## src/vnf_pkg.sv

```systemverilog
// Shared types and constants for the vertex normal block.
// Used by vnf_walk, vnf_norm and vertex_normal_from_faces_top; depends on nothing.
package vnf_pkg;

    // Input command codes.
    localparam logic [1:0] CMD_LOAD_VERT = 2'd0;
    localparam logic [1:0] CMD_LOAD_FACE = 2'd1;
    localparam logic [1:0] CMD_QUERY     = 2'd2;

    // Result status codes.
    localparam logic [1:0] STATUS_OK     = 2'd0;
    localparam logic [1:0] STATUS_NO_DIR = 2'd1;
    localparam logic [1:0] STATUS_RANGE  = 2'd2;

    // Register indexes on the configuration port.
    localparam logic REG_VERTEX_COUNT = 1'b0;
    localparam logic REG_FACE_COUNT   = 1'b1;

    localparam int COORD_W  = 16;
    localparam int CORNER_W = 11;
    localparam int SLOT_W   = 12;
    localparam int SUM_W    = 48;
    localparam int OUT_W    = 16;

    // Accumulated face normal sum of one query.
    typedef struct packed {
        logic signed [SUM_W-1:0] x;
        logic signed [SUM_W-1:0] y;
        logic signed [SUM_W-1:0] z;
    } sum_vec_t;

    // Normalized result.
    typedef struct packed {
        logic [OUT_W-1:0] nx;
        logic [OUT_W-1:0] ny;
        logic [OUT_W-1:0] nz;
        logic [1:0]       status;
    } norm_res_t;

endpackage

```

## src/vnf_norm.sv

```systemverilog
// Normalizer: prescale, sum of squares, bit-serial square root and divide.
// Depends on vnf_pkg.
module vnf_norm import vnf_pkg::*; (
    input  logic      aclk,
    input  logic      aresetn,
    input  logic      start,
    input  sum_vec_t  sums,
    output logic      done,
    output norm_res_t res
);

    localparam logic [2:0] N_IDLE  = 3'd0;
    localparam logic [2:0] N_CHK   = 3'd1;
    localparam logic [2:0] N_SHIFT = 3'd2;
    localparam logic [2:0] N_SQ    = 3'd3;
    localparam logic [2:0] N_SQRT  = 3'd4;
    localparam logic [2:0] N_DLOAD = 3'd5;
    localparam logic [2:0] N_DIV   = 3'd6;

    logic [2:0]        state_reg;
    logic [SUM_W-1:0]  mag_reg [3];
    logic [2:0]        neg_reg;
    logic [1:0]        cnt_reg;
    logic [3:0]        bit_cnt_reg;
    logic [59:0]       prod_reg;
    logic [63:0]       ssq_reg, rem_reg, res_reg, sbit_reg, trial;
    logic [47:0]       num_reg, dsh_reg;
    logic [14:0]       q_reg, q_next;
    logic [29:0]       msel;
    logic [OUT_W-1:0]  qs;
    logic              done_reg;
    norm_res_t         res_reg_o;

    assign msel  = mag_reg[cnt_reg][29:0];
    assign trial = res_reg + sbit_reg;
    assign q_next = {q_reg[13:0], (num_reg >= dsh_reg)};
    assign qs = neg_reg[cnt_reg] ? (OUT_W'(0) - {1'b0, q_next}) : {1'b0, q_next};

    always_ff @(posedge aclk) begin
        if (!aresetn) begin
            state_reg <= N_IDLE;
            done_reg  <= 1'b0;
        end else begin
            done_reg <= 1'b0;
            unique case (state_reg)
                // Take magnitudes and signs.
                N_IDLE: begin
                    if (start) begin
                        neg_reg    <= {sums.z[SUM_W-1], sums.y[SUM_W-1], sums.x[SUM_W-1]};
                        mag_reg[0] <= sums.x[SUM_W-1] ? -sums.x : sums.x;
                        mag_reg[1] <= sums.y[SUM_W-1] ? -sums.y : sums.y;
                        mag_reg[2] <= sums.z[SUM_W-1] ? -sums.z : sums.z;
                        state_reg  <= N_CHK;
                    end
                end
                // A zero sum has no direction.
                N_CHK: begin
                    if (mag_reg[0] == '0 && mag_reg[1] == '0 && mag_reg[2] == '0) begin
                        res_reg_o <= '{nx: '0, ny: '0, nz: '0, status: STATUS_NO_DIR};
                        done_reg  <= 1'b1;
                        state_reg <= N_IDLE;
                    end else begin
                        state_reg <= N_SHIFT;
                    end
                end
                // Scale down one bit a cycle until all fit in 30 bits.
                N_SHIFT: begin
                    if ((|mag_reg[0][SUM_W-1:30]) || (|mag_reg[1][SUM_W-1:30])
                        || (|mag_reg[2][SUM_W-1:30])) begin
                        for (int k = 0; k < 3; k++) begin
                            mag_reg[k] <= mag_reg[k] >> 1;
                        end
                    end else begin
                        cnt_reg   <= 2'd0;
                        ssq_reg   <= '0;
                        state_reg <= N_SQ;
                    end
                end
                // One square a cycle, each summed in the following cycle.
                N_SQ: begin
                    if (cnt_reg != 2'd3) begin
                        prod_reg <= msel * msel;
                    end
                    if (cnt_reg != 2'd0) begin
                        ssq_reg <= ssq_reg + {4'd0, prod_reg};
                    end
                    if (cnt_reg == 2'd3) begin
                        rem_reg   <= ssq_reg + {4'd0, prod_reg};
                        res_reg   <= '0;
                        sbit_reg  <= 64'h4000_0000_0000_0000;
                        state_reg <= N_SQRT;
                    end
                    cnt_reg <= cnt_reg + 2'd1;
                end
                // Restoring square root, one result bit a cycle.
                N_SQRT: begin
                    if (rem_reg >= trial) begin
                        rem_reg <= rem_reg - trial;
                        res_reg <= (res_reg >> 1) + sbit_reg;
                    end else begin
                        res_reg <= res_reg >> 1;
                    end
                    sbit_reg <= sbit_reg >> 2;
                    if (sbit_reg[0]) begin
                        cnt_reg   <= 2'd0;
                        state_reg <= N_DLOAD;
                    end
                end
                // Set up the rounded quotient mag * 2^15 + r over 2r.
                N_DLOAD: begin
                    num_reg     <= {mag_reg[cnt_reg][32:0], 15'd0} + {16'd0, res_reg[31:0]};
                    dsh_reg     <= {res_reg[32:0], 15'd0};
                    q_reg       <= '0;
                    bit_cnt_reg <= 4'd14;
                    state_reg   <= N_DIV;
                end
                // Restoring division, one quotient bit a cycle.
                N_DIV: begin
                    if (num_reg >= dsh_reg) begin
                        num_reg <= num_reg - dsh_reg;
                    end
                    dsh_reg     <= dsh_reg >> 1;
                    q_reg       <= q_next;
                    bit_cnt_reg <= bit_cnt_reg - 4'd1;
                    if (bit_cnt_reg == 4'd0) begin
                        case (cnt_reg)
                            2'd0:    res_reg_o.nx <= qs;
                            2'd1:    res_reg_o.ny <= qs;
                            default: res_reg_o.nz <= qs;
                        endcase
                        if (cnt_reg == 2'd2) begin
                            res_reg_o.status <= STATUS_OK;
                            done_reg  <= 1'b1;
                            state_reg <= N_IDLE;
                        end else begin
                            cnt_reg   <= cnt_reg + 2'd1;
                            state_reg <= N_DLOAD;
                        end
                    end
                end
                default: state_reg <= N_IDLE;
            endcase
        end
    end

    assign done = done_reg;
    assign res  = res_reg_o;

endmodule

```

## config.mk

```make
export PLATFORM = sky130hd
export DESIGN_NAME = vnf_norm
export DESIGN_NICKNAME = d
export VERILOG_FILES = /design/src/vnf_pkg.sv /design/src/vnf_norm.sv
export SDC_FILE = /design/constraint.sdc
export NUM_CORES = 2
export LEC_CHECK = 0
export BUFFER_PORTS_ARGS = -buffer_cell sky130_fd_sc_hd__clkbuf_2
export CAP_MARGIN = 10
export CORE_MARGIN = 4
export CORE_UTILIZATION = 41
export DETAILED_ROUTE_END_ITERATION = 10
export SKIP_LAST_GASP = 1
export SYNTH_ARGS = -nofsm -noshare
export SYNTH_HDL_FRONTEND = slang
export SYNTH_SLANG_ARGS = --single-unit
```

## constraint.sdc

```tcl
create_clock -name aclk -period 10.5 [get_ports aclk]
set_input_delay 0.525 -clock aclk [delete_from_list [all_inputs] [get_ports aclk]]
set_output_delay 0.525 -clock aclk [all_outputs]
set_load 0.02 [all_outputs]
```

==> results by group <==
Clock network
  – CTS root buffer: clkbuf_16
  – CTS max path bufs: 3
  – Clk sinks: 601
  – CTS H-tree depth: 3
  – CTS resizes: 0
  – CTS Buf Count: 76
  – Hold buffer count at cts: 0
  – Clock transition at path regs: 0.06 ns
  – Number of setup buffers added after CTS: 0
  – Clk Latency, worst-skew pair: 0.71 ns
  – CTS tree: yes

Route
  – Drt initial violations: 4071
  – First-pass DRT Iterations: 5
  – Final WL: 205 mm
  – DRC errors left: 0
  – Via count: 52.9k
  – DR WL/cell: 21.3 um
  – Final ANT Viol Nets: 0
  – Via density: 5.50

Critical path
  – Slowest CP cell: dfxtp_2
  – Critical Path Fanout Max: 22
  – Startpoint types: flop
  – R2R cell count: 33
  – Delay of the slowest critical-path stage: 0.76 ns
  – Crit. End Element: flop
  – Critical path data required time: 10.92 ns
  – Reg2reg end: prod_reg[59]
  – Worst EP arrival: 10.15 ns
  – Reg2Reg Setup Slack: 0.78 ns
  – Cell mode on critical path: fa_1
  – Critical setup path kind: reg -> reg

Synth
  – Number of synthesized flops with an enable pin: 595
  – Mapped Cells: 7287
  – Yosys top cell by area: edfxtp_1
  – Top cell type's share of synthesized area: 0.266
  – Ys flop type: edfxtp_1
  – Synth async-reset ratio: 0
  – Seq/Total Area, Yosys: 0.267
  – Cell variety after synth: 89
  – Syn_nets: 8648
  – Yosys warnings: 0
  – Netlist Area Pre-Place: 67300 um2
  – Yosys reg bits: 601
  – Area contributors post-synth: edfxtp_1, fa_1, ha_1, inv_1, nand2_1
  – Syn avg cell area: 9.23 um2

Floorplanning
  – Core outline area: 163000 um2
  – Die width: 413 um
  – Die Y: 413 um
  – Initial Util: 0.413
  – Rows: 148
  – I/O Pins: 198
  – Die area: 171000 um2

GRT
  – First-pass GRT wire length: 318 mm
  – Initial antenna violation count: 5
  – Largest net degree at the start of global routing: 247
  – Tot GR Track Use: 0.240
  – Global route overflow: 0
  – Vias in the first global route: 53.7k

STA
  – Setup violators final: 0
  – Clock skew: 0.0761 ns
  – RSZ-0062 raised after global routing: false
  – Crit share post-route: 0.926
  – Worst slew margin: 0.309
  – FMAX: 103 MHz
  – Final hold vios: 0
  – Slew @ Worst Pin: 1.04 ns
  – Final count of pins violating max slew: 0
  – Setup TNS: 0 ns
  – Minimum clock period: 9.72 ns

Finish
  – Max reg flops: 144
  – Area growth syn-to-layout: 8.86%
  – Nets: 8738
  – Layout cells sized above 1: 0.0660
  – Fillers: 15.8k

Worst hold path
  – Hold Crit Start: aresetn
  – Hold Path Stages: 2
  – Worst min path class: in -> reg
  – Hold endpoint: state_reg[1]

Place
  – # port buffers: 196
  – Post-DP HPWL: 163 mm
  – GP Congestion: 0.949

Outcome
  – Run status: finished, final reports clean

Flow run
  – Maxcap violations: 0
## cells in the mapped netlist (10+ instances only)
| master | count |
|---|---|
| xnor2_1 | 221 |
| a221oi_1 | 11 |
| mux2i_1 | 54 |
| buf_1 | 24 |
| o21bai_1 | 51 |
| nand3_1 | 66 |
| and2_1 | 59 |
| o21ai_0 | 490 |
| a21oi_1 | 352 |
| o31ai_1 | 67 |
| o21a_1 | 66 |
| a21boi_0 | 15 |
| nor3_1 | 60 |
| ha_1 | 517 |
| nand4_1 | 77 |
| fa_1 | 697 |
| or2_2 | 12 |
| o2111ai_1 | 10 |
| o41ai_1 | 25 |
| a31o_2 | 19 |
| clkinv_1 | 12 |
| or4_1 | 25 |
| edfxtp_1 | 595 |
| and3_1 | 68 |
| or3_1 | 32 |
| xor2_1 | 308 |
| a31oi_1 | 91 |
| nand2b_1 | 42 |
| a211oi_1 | 61 |
| nor2_1 | 611 |
| inv_1 | 1027 |
| nor2b_1 | 55 |
| nor4_1 | 70 |
| o211ai_1 | 18 |
| o21ai_1 | 11 |
| nand2_1 | 802 |
| clkbuf_1 | 259 |
| a21o_1 | 153 |
| and4_1 | 14 |
## through the flow
stage                     setup WS [ns]  cell area [um2]   util  hold WS (ns)  instances
final                             0.776            73200  0.449         0.165       9614
after floorplan                    1.15            67300      -         0.522       7287
after detailed placement          0.888            70700  0.434         0.545       9474
after CTS                         0.827            73200  0.449         0.113       9610
after global placement             1.01            70700  0.434         0.539       9474
after global routing              0.350            73200  0.449         0.131       9611
## how the worst max path moves through the flow
stage / from / endpoint / slack [ns] / cells after the start
2_1_floorplan: flop / prod_reg[59] / 1.15 / 33
3_3_place_gp: flop / prod_reg[59] / 1.01 / 33
3_5_place_dp: flop / prod_reg[59] / 0.89 / 33
4_1_cts: flop / prod_reg[59] / 0.83 / 33
5_1_grt: flop / prod_reg[58] / 0.35 / 32
6_report: flop / prod_reg[59] / 0.78 / 33
## per-layer routing
metal | vias to the layer above | wire, um | GRT usage
met3 | 352 | 12100 | 0.0354
met4 | 4 | 8100 | 0.0838
met5 | - | 27 | 0
li1 | 24800 | - | -
met2 | 1641 | 96000 | 0.397
met1 | 26100 | 89000 | 0.321
## cell usage in the layout, fill, tap and decap left out, types with 221 or more instances in the layout
master and count:
ha_1 517, xor2_1 308, o21ai_0 486, edfxtp_1 595, nor2_1 609, nand2_1 802
inv_1 1026, a21oi_1 349, xnor2_1 221, fa_1 697
## logic make-up (layout without fill, tap and decap cells)
group / after synthesis / count (layout) / share of synthesized area
and+or+nand+nor: 2036 / 2036 / 0.137
AOI/OAI and AO/OA: 1521 / 1521 / 0.140
buffers and inverters: 1331 / 1479 / 0.0745
adders and majority gates: 1214 / 1214 / 0.304
DFF: 601 / 601 / 0.267
xor gates and xnor gates: 529 / 529 / 0.0689
muxes: 54 / 54 / 0.00804
other: 1 / 5 / 0.0000558
## layout make-up
type | count | area [um2] | area share
multi-input cells | 5355 | 44300 | 0.606
flip-flops and latches | 601 | 18000 | 0.246
well taps | 2175 | 2720 | 0.0372
clock inverters | 47 | 484 | 0.00661
clock buffers | 89 | 1970 | 0.0269
inverters | 1041 | 3910 | 0.0534
repair buffers | 302 | 1790 | 0.0244
diodes | 4 | 10.0 | 0.000137
## worst max-delay path: cells and delay by family, from the launching register on
family	cells	cell delay, ns
adders and majority gates	9	4.08
AOI/OAI and AO/OA	9	1.92
buffers and inverters	11	1.70
DFF	1	0.76
and+or+nand+nor	3	0.70
muxes	1	0.26
Power is not shown: default switching activity piles up to over one toggle a cycle in this logic, so the estimate is an artifact.
